==> src/sv/gdo_pkg.sv <==
// Shared types, constants and tables of the Gregorian date offset and difference unit.
// Depends on nothing; used by every module of the unit.
package gdo_pkg;

	typedef struct packed {
		logic [13:0] year;
		logic [3:0]  month;
		logic [4:0]  day;
	} date_t;

	// Stages inside the day-count to date converter, and the whole unit.
	localparam int SPLIT_STAGES = 11;
	localparam int LATENCY      = 15;

	localparam logic [17:0] DAYS_PER_ERA  = 18'd146097;
	localparam logic [17:0] ERA_LAST_DAY  = 18'd146096;
	localparam logic [8:0]  DAYS_PER_YEAR = 9'd365;
	localparam logic [8:0]  YEAR_BIAS     = 9'd400;

	// Reciprocals: ceil(2^16/25), floor(2^22/146097), floor(2^16/365), floor(2^18/365).
	localparam logic [11:0] RECIP_25      = 12'd2622;
	localparam logic [4:0]  RECIP_ERA     = 5'd28;
	localparam logic [7:0]  RECIP_365_Q16 = 8'd179;
	localparam logic [9:0]  RECIP_365_Q18 = 10'd718;

	// Biased day counts of 0000-01-01 and 10000-01-01 (count 0 is 0400 years before 0000-03-01).
	localparam logic signed [24:0] U_MIN   = 25'sd146037;
	localparam logic signed [24:0] U_LIMIT = 25'sd3798462;

	localparam logic signed [22:0] DIFF_MAX = 23'sh3FFFFF;
	localparam logic signed [22:0] DIFF_MIN = 23'sh400000;

	// Day of the year, counted from 1 March, on which a March-based month starts.
	function automatic logic [8:0] month_start(input logic [3:0] mp);
		logic [8:0] r;
		case (mp)
			4'd0:    r = 9'd0;
			4'd1:    r = 9'd31;
			4'd2:    r = 9'd61;
			4'd3:    r = 9'd92;
			4'd4:    r = 9'd122;
			4'd5:    r = 9'd153;
			4'd6:    r = 9'd184;
			4'd7:    r = 9'd214;
			4'd8:    r = 9'd245;
			4'd9:    r = 9'd275;
			4'd10:   r = 9'd306;
			4'd11:   r = 9'd337;
			4'd12:   r = 9'd367;
			default: r = 9'd0;
		endcase
		return r;
	endfunction

endpackage

==> src/sv/gregorian_date_offset_and_difference_unit.sv <==
// Top level of the Gregorian date offset and difference unit.
// Depends on gdo_pkg, gdo_day_count and gdo_date_split.
//
// Channel | Handshake               | Beat contents
// command | start && !busy          | from_year/month/day, to_year/month/day, offset_days
// result  | done, one-cycle strobe  | day_difference, shifted_year/month/day, shift_out_of_range
//
// Every beat passes through the 15-stage pipeline from accept to done.
// A new command beat is taken in every cycle, so busy stays low.
// Reset clears only the valid bits; data registers hold whatever they hold.
// The receiver cannot stall: each result beat is presented once, for one cycle.
module gregorian_date_offset_and_difference_unit import gdo_pkg::*; (
	input  logic               clk,
	input  logic               arst_n,
	input  logic               start,
	output logic               busy,
	input  logic [13:0]        from_year,
	input  logic [3:0]         from_month,
	input  logic [4:0]         from_day,
	input  logic [13:0]        to_year,
	input  logic [3:0]         to_month,
	input  logic [4:0]         to_day,
	input  logic signed [22:0] offset_days,
	output logic               done,
	output logic signed [22:0] day_difference,
	output logic [13:0]        shifted_year,
	output logic [3:0]         shifted_month,
	output logic [4:0]         shifted_day,
	output logic               shift_out_of_range
);

	date_t       from_date;
	date_t       to_date;
	date_t       split_date;
	logic [22:0] count_from;
	logic [22:0] count_to;
	logic        split_valid;
	logic [23:0] diff_full;
	logic signed [24:0] u;

	logic               valid_s1;
	logic               valid_s2;
	logic               valid_s3;
	logic signed [22:0] off_s1;
	logic signed [22:0] off_s2;
	logic signed [22:0] diff_s3;
	logic               under_s3;
	logic               over_s3;
	logic [21:0]        count_s3;

	logic signed [22:0] diff_dly_q  [SPLIT_STAGES];
	logic               under_dly_q [SPLIT_STAGES];
	logic               over_dly_q  [SPLIT_STAGES];

	logic               valid_s15;
	logic signed [22:0] diff_s15;
	logic [13:0]        year_s15;
	logic [3:0]         month_s15;
	logic [4:0]         day_s15;
	logic               flag_s15;

	assign busy      = 1'b0;
	assign from_date = {from_year, from_month, from_day};
	assign to_date   = {to_year, to_month, to_day};

	gdo_day_count u_count_from (
		.clk   (clk),
		.date  (from_date),
		.count (count_from)
	);

	gdo_day_count u_count_to (
		.clk   (clk),
		.date  (to_date),
		.count (count_to)
	);

	always_ff @(posedge clk or negedge arst_n) begin
		if (!arst_n) begin
			valid_s1  <= 1'b0;
			valid_s2  <= 1'b0;
			valid_s3  <= 1'b0;
			valid_s15 <= 1'b0;
		end else begin
			valid_s1  <= start && !busy;
			valid_s2  <= valid_s1;
			valid_s3  <= valid_s2;
			valid_s15 <= split_valid;
		end
	end

	// Both counts carry the same bias, so the difference needs no correction.
	assign diff_full = {1'b0, count_to} - {1'b0, count_from};
	assign u = $signed({2'b0, count_from}) + $signed({{2{off_s2[22]}}, off_s2});

	always_ff @(posedge clk) begin
		off_s1 <= offset_days;
		off_s2 <= off_s1;

		if (diff_full[23] != diff_full[22]) begin
			diff_s3 <= diff_full[23] ? DIFF_MIN : DIFF_MAX;
		end else begin
			diff_s3 <= $signed(diff_full[22:0]);
		end
		under_s3 <= (u < U_MIN);
		over_s3  <= (u >= U_LIMIT);
		count_s3 <= u[21:0];
	end

	gdo_date_split u_split (
		.clk       (clk),
		.arst_n    (arst_n),
		.in_valid  (valid_s3),
		.count     (count_s3),
		.out_valid (split_valid),
		.date      (split_date)
	);

	// The difference and the range flags wait here while the date is rebuilt.
	always_ff @(posedge clk) begin
		diff_dly_q[0]  <= diff_s3;
		under_dly_q[0] <= under_s3;
		over_dly_q[0]  <= over_s3;
		for (int i = 1; i < SPLIT_STAGES; i++) begin
			diff_dly_q[i]  <= diff_dly_q[i-1];
			under_dly_q[i] <= under_dly_q[i-1];
			over_dly_q[i]  <= over_dly_q[i-1];
		end
	end

	always_ff @(posedge clk) begin
		diff_s15 <= diff_dly_q[SPLIT_STAGES-1];
		if (under_dly_q[SPLIT_STAGES-1]) begin
			year_s15  <= 14'd0;
			month_s15 <= 4'd1;
			day_s15   <= 5'd1;
			flag_s15  <= 1'b1;
		end else if (over_dly_q[SPLIT_STAGES-1]) begin
			year_s15  <= 14'd9999;
			month_s15 <= 4'd12;
			day_s15   <= 5'd31;
			flag_s15  <= 1'b1;
		end else begin
			year_s15  <= split_date.year;
			month_s15 <= split_date.month;
			day_s15   <= split_date.day;
			flag_s15  <= 1'b0;
		end
	end

	assign done               = valid_s15;
	assign day_difference     = diff_s15;
	assign shifted_year       = year_s15;
	assign shifted_month      = month_s15;
	assign shifted_day        = day_s15;
	assign shift_out_of_range = flag_s15;

endmodule

==> src/sv/gdo_day_count.sv <==
// Two-stage conversion of one year/month/day into a biased day count.
// Depends on gdo_pkg for the date type, constants and month table.
module gdo_day_count import gdo_pkg::*; (
	input  logic        clk,
	input  date_t       date,
	output logic [22:0] count
);

	logic        early;
	logic [14:0] yb;
	logic [3:0]  mp;
	logic [22:0] p365;
	logic [23:0] prod100;
	logic [21:0] prod400;
	logic [8:0]  md;
	logic [23:0] sum;

	logic [22:0] p365_s1;
	logic [12:0] q4_s1;
	logic [7:0]  q100_s1;
	logic [5:0]  q400_s1;
	logic [8:0]  md_s1;
	logic [22:0] count_s2;

	// January and February belong to the previous March-based year; the year is
	// biased by 400 so that the leap-day terms never see a negative value.
	assign early   = (date.month <= 4'd2);
	assign yb      = {1'b0, date.year} + {6'b0, YEAR_BIAS} - {14'b0, early};
	assign mp      = early ? (date.month + 4'd9) : (date.month - 4'd3);
	assign p365    = {8'b0, yb} * {14'b0, DAYS_PER_YEAR};
	assign prod100 = {11'b0, yb[14:2]} * {12'b0, RECIP_25};
	assign prod400 = {11'b0, yb[14:4]} * {10'b0, RECIP_25};
	assign md      = month_start(mp) + {4'b0, date.day};

	always_ff @(posedge clk) begin
		p365_s1 <= p365;
		q4_s1   <= yb[14:2];
		q100_s1 <= prod100[23:16];
		q400_s1 <= prod400[21:16];
		md_s1   <= md;
	end

	assign sum = {1'b0, p365_s1} + {11'b0, q4_s1} - {16'b0, q100_s1}
		+ {18'b0, q400_s1} + {15'b0, md_s1} - 24'd1;

	always_ff @(posedge clk) begin
		count_s2 <= sum[22:0];
	end

	assign count = count_s2;

endmodule

==> src/sv/gdo_date_split.sv <==
// Pipelined conversion of a biased day count back into year, month and day.
// Depends on gdo_pkg; reciprocal multiplies with one correction replace the divisions.
module gdo_date_split import gdo_pkg::*; (
	input  logic        clk,
	input  logic        arst_n,
	input  logic        in_valid,
	input  logic [21:0] count,
	output logic        out_valid,
	output date_t       date
);

	localparam logic [17:0] CENT1 = 18'd36524;
	localparam logic [17:0] CENT2 = 18'd73048;
	localparam logic [17:0] CENT3 = 18'd109572;

	logic [SPLIT_STAGES-1:0] stage_valid_q;

	logic [26:0] eprod;
	logic [22:0] eback;
	logic [22:0] rem_full;
	logic        rem_ge;
	logic [18:0] rem_adj;
	logic [22:0] c1prod;
	logic [15:0] r1;
	logic [17:0] t_full;
	logic [27:0] yeprod;
	logic [17:0] r2;
	logic [1:0]  cy;
	logic [17:0] doy_full;
	logic [3:0]  mp_cnt;
	logic [8:0]  day_full;
	logic [15:0] year_full;

	logic [4:0]  era_est_s1;
	logic [21:0] count_s1;
	logic [18:0] rem_s2;
	logic [4:0]  era_est_s2;
	logic [17:0] doe_s3;
	logic [4:0]  era_s3;
	logic [6:0]  c1_s4;
	logic [2:0]  cent_s4;
	logic        last_s4;
	logic [17:0] doe_s4;
	logic [4:0]  era_s4;
	logic [6:0]  q1460_s5;
	logic [2:0]  cent_s5;
	logic        last_s5;
	logic [17:0] doe_s5;
	logic [4:0]  era_s5;
	logic [17:0] t_s6;
	logic [17:0] doe_s6;
	logic [4:0]  era_s6;
	logic [8:0]  ye_s7;
	logic [17:0] t_s7;
	logic [17:0] doe_s7;
	logic [4:0]  era_s7;
	logic [8:0]  yoe_s8;
	logic [17:0] doe_s8;
	logic [4:0]  era_s8;
	logic [8:0]  doy_s9;
	logic [8:0]  yoe_s9;
	logic [4:0]  era_s9;
	logic [3:0]  mp_s10;
	logic [8:0]  doy_s10;
	logic [8:0]  yoe_s10;
	logic [4:0]  era_s10;
	logic [13:0] year_s11;
	logic [3:0]  month_s11;
	logic [4:0]  day_s11;

	always_ff @(posedge clk or negedge arst_n) begin
		if (!arst_n) begin
			stage_valid_q <= '0;
		end else begin
			stage_valid_q <= {stage_valid_q[SPLIT_STAGES-2:0], in_valid};
		end
	end

	// The era estimate is low by at most one; the next stages fix it.
	assign eprod    = {5'b0, count} * {22'b0, RECIP_ERA};
	assign eback    = {18'b0, era_est_s1} * {5'b0, DAYS_PER_ERA};
	assign rem_full = {1'b0, count_s1} - eback;
	assign rem_ge   = (rem_s2 >= {1'b0, DAYS_PER_ERA});
	assign rem_adj  = rem_s2 - {1'b0, DAYS_PER_ERA};

	// Leap-day terms of the year-of-era formula: doe/1460, doe/36524, doe/146096.
	assign c1prod = {7'b0, doe_s3[17:2]} * {15'b0, RECIP_365_Q16};
	assign r1     = doe_s4[17:2] - ({9'b0, c1_s4} * {7'b0, DAYS_PER_YEAR});
	assign t_full = doe_s5 - {11'b0, q1460_s5} + {15'b0, cent_s5} - {17'b0, last_s5};
	assign yeprod = {10'b0, t_s6} * {18'b0, RECIP_365_Q18};
	assign r2     = t_s7 - ({9'b0, ye_s7} * {9'b0, DAYS_PER_YEAR});

	always_comb begin
		cy = 2'd0;
		if (yoe_s8 >= 9'd100) cy = 2'd1;
		if (yoe_s8 >= 9'd200) cy = 2'd2;
		if (yoe_s8 >= 9'd300) cy = 2'd3;
	end

	assign doy_full = doe_s8 - ({9'b0, yoe_s8} * {9'b0, DAYS_PER_YEAR})
		- {11'b0, yoe_s8[8:2]} + {16'b0, cy};

	always_comb begin
		mp_cnt = 4'd0;
		for (int k = 1; k < 12; k++) begin
			if (month_start(4'(k)) <= doy_s9) mp_cnt = mp_cnt + 4'd1;
		end
	end

	assign day_full  = doy_s10 - month_start(mp_s10) + 9'd1;
	assign year_full = ({11'b0, era_s10} * {7'b0, YEAR_BIAS}) + {7'b0, yoe_s10}
		+ {15'b0, (mp_s10 >= 4'd10)} - {7'b0, YEAR_BIAS};

	always_ff @(posedge clk) begin
		era_est_s1 <= eprod[26:22];
		count_s1   <= count;

		rem_s2     <= rem_full[18:0];
		era_est_s2 <= era_est_s1;

		doe_s3 <= rem_ge ? rem_adj[17:0] : rem_s2[17:0];
		era_s3 <= era_est_s2 + {4'b0, rem_ge};

		c1_s4   <= c1prod[22:16];
		cent_s4 <= {2'b0, (doe_s3 >= CENT1)} + {2'b0, (doe_s3 >= CENT2)}
			+ {2'b0, (doe_s3 >= CENT3)} + {2'b0, (doe_s3 >= ERA_LAST_DAY)};
		last_s4 <= (doe_s3 == ERA_LAST_DAY);
		doe_s4  <= doe_s3;
		era_s4  <= era_s3;

		q1460_s5 <= c1_s4 + {6'b0, (r1 >= {7'b0, DAYS_PER_YEAR})};
		cent_s5  <= cent_s4;
		last_s5  <= last_s4;
		doe_s5   <= doe_s4;
		era_s5   <= era_s4;

		t_s6   <= t_full;
		doe_s6 <= doe_s5;
		era_s6 <= era_s5;

		ye_s7  <= yeprod[26:18];
		t_s7   <= t_s6;
		doe_s7 <= doe_s6;
		era_s7 <= era_s6;

		yoe_s8 <= ye_s7 + {8'b0, (r2 >= {9'b0, DAYS_PER_YEAR})};
		doe_s8 <= doe_s7;
		era_s8 <= era_s7;

		doy_s9 <= doy_full[8:0];
		yoe_s9 <= yoe_s8;
		era_s9 <= era_s8;

		mp_s10  <= mp_cnt;
		doy_s10 <= doy_s9;
		yoe_s10 <= yoe_s9;
		era_s10 <= era_s9;

		// March-based months ten and eleven are January and February of the next year.
		year_s11  <= year_full[13:0];
		month_s11 <= (mp_s10 < 4'd10) ? (mp_s10 + 4'd3) : (mp_s10 - 4'd9);
		day_s11   <= day_full[4:0];
	end

	assign out_valid  = stage_valid_q[SPLIT_STAGES-1];
	assign date.year  = year_s11;
	assign date.month = month_s11;
	assign date.day   = day_s11;

endmodule

==> config.mk <==
export PLATFORM = sky130hd
export DESIGN_NAME = gregorian_date_offset_and_difference_unit
export DESIGN_NICKNAME = d
export VERILOG_FILES = /design/src/sv/gdo_pkg.sv /design/src/sv/gregorian_date_offset_and_difference_unit.sv /design/src/sv/gdo_day_count.sv /design/src/sv/gdo_date_split.sv
export SDC_FILE = /design/constraint.sdc
export NUM_CORES = 2
export LEC_CHECK = 0
export BUFFER_PORTS_ARGS = -buffer_cell sky130_fd_sc_hd__clkbuf_2
export CAP_MARGIN = 20
export CORE_MARGIN = 5
export CORE_UTILIZATION = 54
export DETAILED_ROUTE_END_ITERATION = 12
export GPL_TIMING_DRIVEN = 0
export PLACE_DENSITY = 0.7
export SLEW_MARGIN = 0
export SYNTH_ARGS = -nofsm -noshare
export SYNTH_HDL_FRONTEND = slang
export SYNTH_SLANG_ARGS = --single-unit
==> constraint.sdc <==
create_clock -name clk -period 10.35 [get_ports clk]
set_input_delay 2.5875 -clock clk [delete_from_list [all_inputs] [get_ports clk]]
set_output_delay 2.5875 -clock clk [all_outputs]
set_load 0.02 [all_outputs]
== Yosys cells after proc, flatten, opt, wreduce, memory -nomap -nowiden ==
Memories as Yosys holds them, arrays and structs flattened. A register that Yosys moved wholly into a read port is not among the register bits.
Index checks and enable logic that the tools add are counted.
Widths: inputs -> output; s select.

* Register bits after elaboration: 600
* Bits in writable memories: 275
* Bits in read-only memories: 432
* Output and inout bits: 49
* Logic and storage cells: 195
* Memories: 6

* Add/sub/neg operators: 55
* Multipliers: 14
* Magnitude comparators: 27
* Eq/ne operators: 2
* Mux-type cells: 24
* Reduce and logical (&&, ||, !) cells: 1

{| class="wikitable"
|+ Memory list
! name !! depth !! width !! rd ports !! clocked after memory_dff !! wr ports !! line !! source
|-
| diff_dly_q || 11 || 23 || 11 || 1 || 11 || gregorian_date_offset_and_difference_unit.sv:51 || <nowiki>logic signed [22:0] diff_dly_q [SPLIT_STAGES];</nowiki>
|-
| (no name shown) || 16 || 9 || 1 || 0 || 0 || gdo_pkg.sv:36 || <nowiki>case (mp)</nowiki>
|-
| (no name shown) || 16 || 9 || 1 || 0 || 0 || gdo_pkg.sv:36 ||
|-
| (no name shown) || 16 || 9 || 1 || 1 || 0 || gdo_pkg.sv:36 ||
|-
| over_dly_q || 11 || 1 || 11 || 0 || 11 || gregorian_date_offset_and_difference_unit.sv:53 || <nowiki>logic over_dly_q [SPLIT_STAGES];</nowiki>
|-
| under_dly_q || 11 || 1 || 11 || 0 || 11 || gregorian_date_offset_and_difference_unit.sv:52 || <nowiki>logic under_dly_q [SPLIT_STAGES];</nowiki>
|}

{| class="wikitable"
|+ Operator list
! kind !! number
|-
| $mux 4 || 14
|-
| $add 23x13->23 || 2
|-
| $add 23x6->23 || 2
|-
| $add 23x9->23 || 2
|-
| $mul 13x11->23 const B || 2
|-
| $mul 15x9->23 const B || 2
|-
| $mux 23 || 2
|-
| $sub 23x1->23 const B || 2
|-
| $sub 23x8->23 || 2
|-
| $mul 11x11->21 const B || 2
|-
| $add 4x1->4 const B || 9
|-
| $ge 18x17->1 const B || 2
|-
| $le 8x9->1 const A || 4
|-
| $add 14x9->15 const B || 2
|-
| $sub 15x1->15 || 2
|-
| $le 9x9->1 const A || 3
|-
| $mul 18x9->26 const B || 1
|-
| $add 24x23->25 || 1
|-
| $ge 25x23->1 const B || 1
|-
| $lt 25x19->1 const B || 1
|-
| $mul 22x3->25 const B || 1
|-
| $sub 23x23->24 || 1
|-
| $mul 16x8->23 const B || 1
|-
| $ge 19x18->1 const B || 1
|-
| other kinds (52) || 61
|}

== Logic depth before layout (Yosys ltp) ==
* Depth in word-level cells: 22
* Depth in mapped cells: 38
* Mapped depth without buffers: 36

== By module ==
A second synthesis with hierarchy kept.

* Cells, all modules: 5530
* Area, all modules: 57322.5 µm²

{| class="wikitable"
|+ Modules (own cells, without submodules)
! module !! times used !! cells an instance !! area each (µm²) !! seq. area each (µm²)
|-
| gdo_date_split || 1 || 2372 || 24262.0 || 6461.2
|-
| gregorian_date_offset_and_difference_unit || 1 || 872 || 11413.4 || 8408.1
|-
| gdo_day_count (u_count_to) || 1 || 1175 || 11039.3 || 1641.6
|-
| gdo_day_count (u_count_from) || 1 || 1111 || 10607.7 || 1641.6
|}

== Least setup slack after synthesis ==
No wires, ideal clock.

* Path kind: input-to-reg
* From: input to_month[0]
* To: register u_count_to.q100_s1[7]
* Library setup time: 0.127 ns
* Arrival: 10.022 ns
* Slack: 0.200 ns
* Cell stages on the path: 35
* Buffers on the path: 1
* Path through: clkbuf_1 nand2_1 inv_1 nor3_1 ha_1 inv_1 ha_1 inv_1 fa_1 inv_1 a21oi_1 o21bai_1 a211o_1 a211o_1 a211o_1 a21oi_1 o21ai_0 xor2_1 inv_1 fa_1 inv_1 ha_1 inv_1 fa_1 fa_1 inv_1 fa_1 ha_1 o2111ai_1 a21oi_1 o31a_1 o311a_1 nor2_1 o21ai_0 xor2_1

* Word-level cells in the longest chain between the ends: 3

{| class="wikitable"
|+ RTL lines
! element !! line !! source
|-
| from (decl) || gregorian_date_offset_and_difference_unit.sv:21 || <nowiki>input logic [3:0] to_month,</nowiki>
|-
| $le 4x2->1 || gdo_day_count.sv:27 || <nowiki>assign early = (date.month <= 4'd2);</nowiki>
|-
| $sub 15x1->15 || gdo_day_count.sv:28 || <nowiki>assign yb = {1'b0, date.year} + {6'b0, YEAR_BIAS} - {14'b0, early};</nowiki>
|-
| net u_count_to.yb[13] || gdo_day_count.sv:10 || <nowiki>logic [14:0] yb;</nowiki>
|-
| $mul 13x11->23 || gdo_day_count.sv:31 || <nowiki>assign prod100 = {11'b0, yb[14:2]} * {12'b0, RECIP_25};</nowiki>
|-
| net u_count_to.prod100[23] || gdo_day_count.sv:13 || <nowiki>logic [23:0] prod100;</nowiki>
|-
| to (signal assigned) || gdo_day_count.sv:38 || <nowiki>q100_s1 <= prod100[23:16];</nowiki>
|-
| to (decl) || gdo_day_count.sv:20 || <nowiki>logic [7:0] q100_s1;</nowiki>
|}

The timed path passes the listed nets, and every way through them passes these cells.
A chain may end at the register's enable or synchronous reset.

== Worst setup path in the final report ==
* From: input to_month[0]
* To: register u_count_to.q100_s1[5]

Same word-level chain as after synthesis.

==> impl_metrics.json <==
{
  "dr.pass1.iters": 5,
  "wire_per_inst_microns": 13.98,
  "final.period_utilization_pct": 95.71,
  "syn_nets": 6964,
  "drc": 0,
  "grt_max_degree": 19,
  "hold_path_depth": 0,
  "track_usage_pct": 18.57,
  "yosysMostFrequentCell": "inv_1",
  "first_iter_violations": 1062,
  "dpl.hpwl_microns": 81760,
  "worstPathMaxFanout": 8,
  "rsz0062_at_grt": "no",
  "syn_inst": 5421,
  "regToRegSetupSlack_ps": 3050,
  "hold_buffers": 0,
  "avgSynthCellArea_sq_um": 10.40,
  "syn_to_final_growth_pct": 10.39,
  "final_cell_area_sq_mm": 0.06225,
  "post-route-min-period_ps": 9906,
  "synth_seq_cells": 903,
  "grt_pass1_wl_microns": 173200,
  "tightest_slew_ps": 1099,
  "place_area_sq_mm": 0.05879,
  "viasPerCell": 4.935,
  "synth_edf_count": 0,
  "routabilityCongestion": 0.8945,
  "worstPathArrival_ps": 10430,
  "place_ws_ps": -871.6,
  "yosys_warnings": 0,
  "dpl.cell_count": 6926,
  "cts_tree": "yes",
  "antenna_left": 0,
  "ioPinCount": 121,
  "min-delay-start": "diff_dly_q[0][9]$_DFF_P_",
  "slew_viol_final": 0,
  "synth_common_cells": "inv_1, ha_1, dfxtp_1, fa_1, xnor2_1",
  "synth_top_cell_area_share_pct": 31.52,
  "htreeDepth": 3,
  "n_fill_cell": 8624,
  "wl_met3_microns": 2705,
  "grt_pass1_vias": 37208,
  "cp_common_cell": "inv_1",
  "max_freq_mhz": 100.9,
  "num_vias": 35060,
  "drive_gt1_share_pct": 6.183,
  "cts.clk_slew.worst_paths_ps": 60,
  "die_y_microns": 333.2,
  "clock_latency_ps": 690,
  "wl_met2_microns": 51420,
  "synth_top_cell_by_area": "dfxtp_1",
  "slowest_stage": "fa_1",
  "synthesis.area_sq_mm": 0.05639,
  "reg2reg_depth": 36,
  "drv_cap": 0,
  "cts.sink_count": 903,
  "die-area_sq_mm": 0.1110,
  "fp.dieW_microns": 333.2,
  "antenna_found_initial": 1,
  "clock_skew_ps": 61.10,
  "hold_class": "reg -> reg",
  "fin_cells": 7105,
  "min_to": "diff_dly_q[1][9]$_DFF_P_",
  "final_net_count": 7191,
  "row_count": 118,
  "netlist_top_cells_area": "dfxtp_1, ha_1, fa_1",
  "relSlewSlack_pct": 26.49,
  "layout_setup_ws_ps": 443.6,
  "finalSetupViolCount": 0,
  "r2r_start": "u_split.doy_s9[4]$_DFF_P_",
  "portBuffers": 117,
  "wirelength_microns": 99310,
  "status": "completed",
  "ys_seq_area_share_pct": 32.19,
  "hold_violations": 0,
  "end_kind": "register",
  "top_layer_used": "met4",
  "cts_max_path_buffers": 3,
  "async_flop_share_pct": 1.661,
  "synth_flop_cell": "dfxtp_1",
  "antennaDiodeCount": 0,
  "core_area_sq_mm": 0.1036,
  "start_kind": "input pin",
  "cpPeakStageDelay_ps": 560,
  "worstPathRequired_ps": 10880,
  "cts_buffers": 94,
  "grt_overflow": 0,
  "wl_met1_microns": 42030,
  "root_buffer": "clkbuf_16",
  "crit_type": "in -> reg",
  "synth.distinct_cells": 89,
  "fin_util_pct": 60.06,
  "start_util_pct": 54.41
}
## metrics by stage
step | hold WS (ps) | setup TNS (ps)
3_3_place_gp | 310.4 | -19020
6_report | 286.9 | 0
5_1_grt | 292.0 | 0
4_1_cts | 285.5 | 0
2_1_floorplan | 309.6 | 0
3_5_place_dp | 312.1 | -15450
## area by class of cell
type / count / area, sq um / area share (%)
plain buffers: 33 / 148.9 / 0.2392
clock buffers: 125 / 2639 / 4.239
clock inverters: 48 / 723.2 / 1.162
inverters: 1244 / 4669 / 7.501
multi-input cells: 3241 / 33490 / 53.80
flip-flops and latches: 903 / 18150 / 29.16
well taps: 1380 / 1727 / 2.774
repair buffers: 131 / 698.2 / 1.122
## worst max-delay path, delay by kind of cell
| kind | cells | cell delay, ps |
|---|---|---|
| buffers and inverters | 9 | 940 |
| XOR/XNOR | 2 | 460 |
| AO/OA/AOI/OAI | 12 | 2600 |
| AND/OR/NAND/NOR | 3 | 610 |
| adder cells (fa/ha/maj) | 9 | 3230 |
## timing repair
| item | in CTS | in global routing |
|---|---|---|
| gates resized for setup | 1 | 10 |
| setup buffers | 0 | 5 |
| pin swaps | 0 | 2 |
| endpoints found under the setup margin | 5 | 24 |
## registers in the layout, summed over array words and instances (netlist names), 19 cells and up, named ones only
name	cells
u_split.rem_s2	19
day_difference	23
off_s2	23
u_count_to.p365_s1	23
u_count_from.p365_s1	23
u_split.count_s1	19
u_count_to.count	23
off_s1	23
u_count_from.count	23
diff_dly_q	253
count_s3	22
diff_s3	23
## cell families after synthesis
kind of cell               after synthesis  share of synthesized area [%]
AOI/OAI and AO/OA                      733                          8.403
xor gates and xnor gates               345                          5.465
adders and majority gates             1471                          39.27
buffers and inverters                 1277                          8.544
DFF                                    903                          32.19
muxes                                   17                         0.3239
other                                    1                       0.006650
and+or+nand+nor                        674                          5.800
## per-layer routing
metal,vias up,track usage (%)
li1,17815,-
met1,16641,22.09
met2,428,34.90
met3,176,2.247
met4,0,5.936
met5,-,0
## layout by cell type (no fill, tap or decap), types with 117 or more instances in the layout
cell / instances
ha_1: 973
o21ai_0: 127
dfxtp_1: 888
xnor2_1: 244
nand2_1: 139
fa_1: 498
inv_1: 1242
nor2_1: 218
a21oi_1: 230
clkbuf_2: 117
## how the worst max path moves through the flow
stage / startpoint / endpoint / slack, ps / cells after the start
after detailed placement: to_month[0] / u_count_to.q100_s1[5]$_DFF_P_ / -870 / 35
after global placement: to_month[0] / u_count_to.q100_s1[5]$_DFF_P_ / -1280 / 35
final: to_month[0] / u_count_to.q100_s1[5]$_DFF_P_ / 440 / 35
after global routing: to_month[0] / u_count_to.q100_s1[5]$_DFF_P_ / 20 / 35
after CTS: from_month[0] / u_count_from.q100_s1[7]$_DFF_P_ / 7 / 33
after floorplan: to_month[0] / u_count_to.q100_s1[7]$_DFF_P_ / 200 / 35
Power is left out: the tool's default activity adds up to more than one toggle a clock period on the data nets, which glitch-free logic cannot reach.
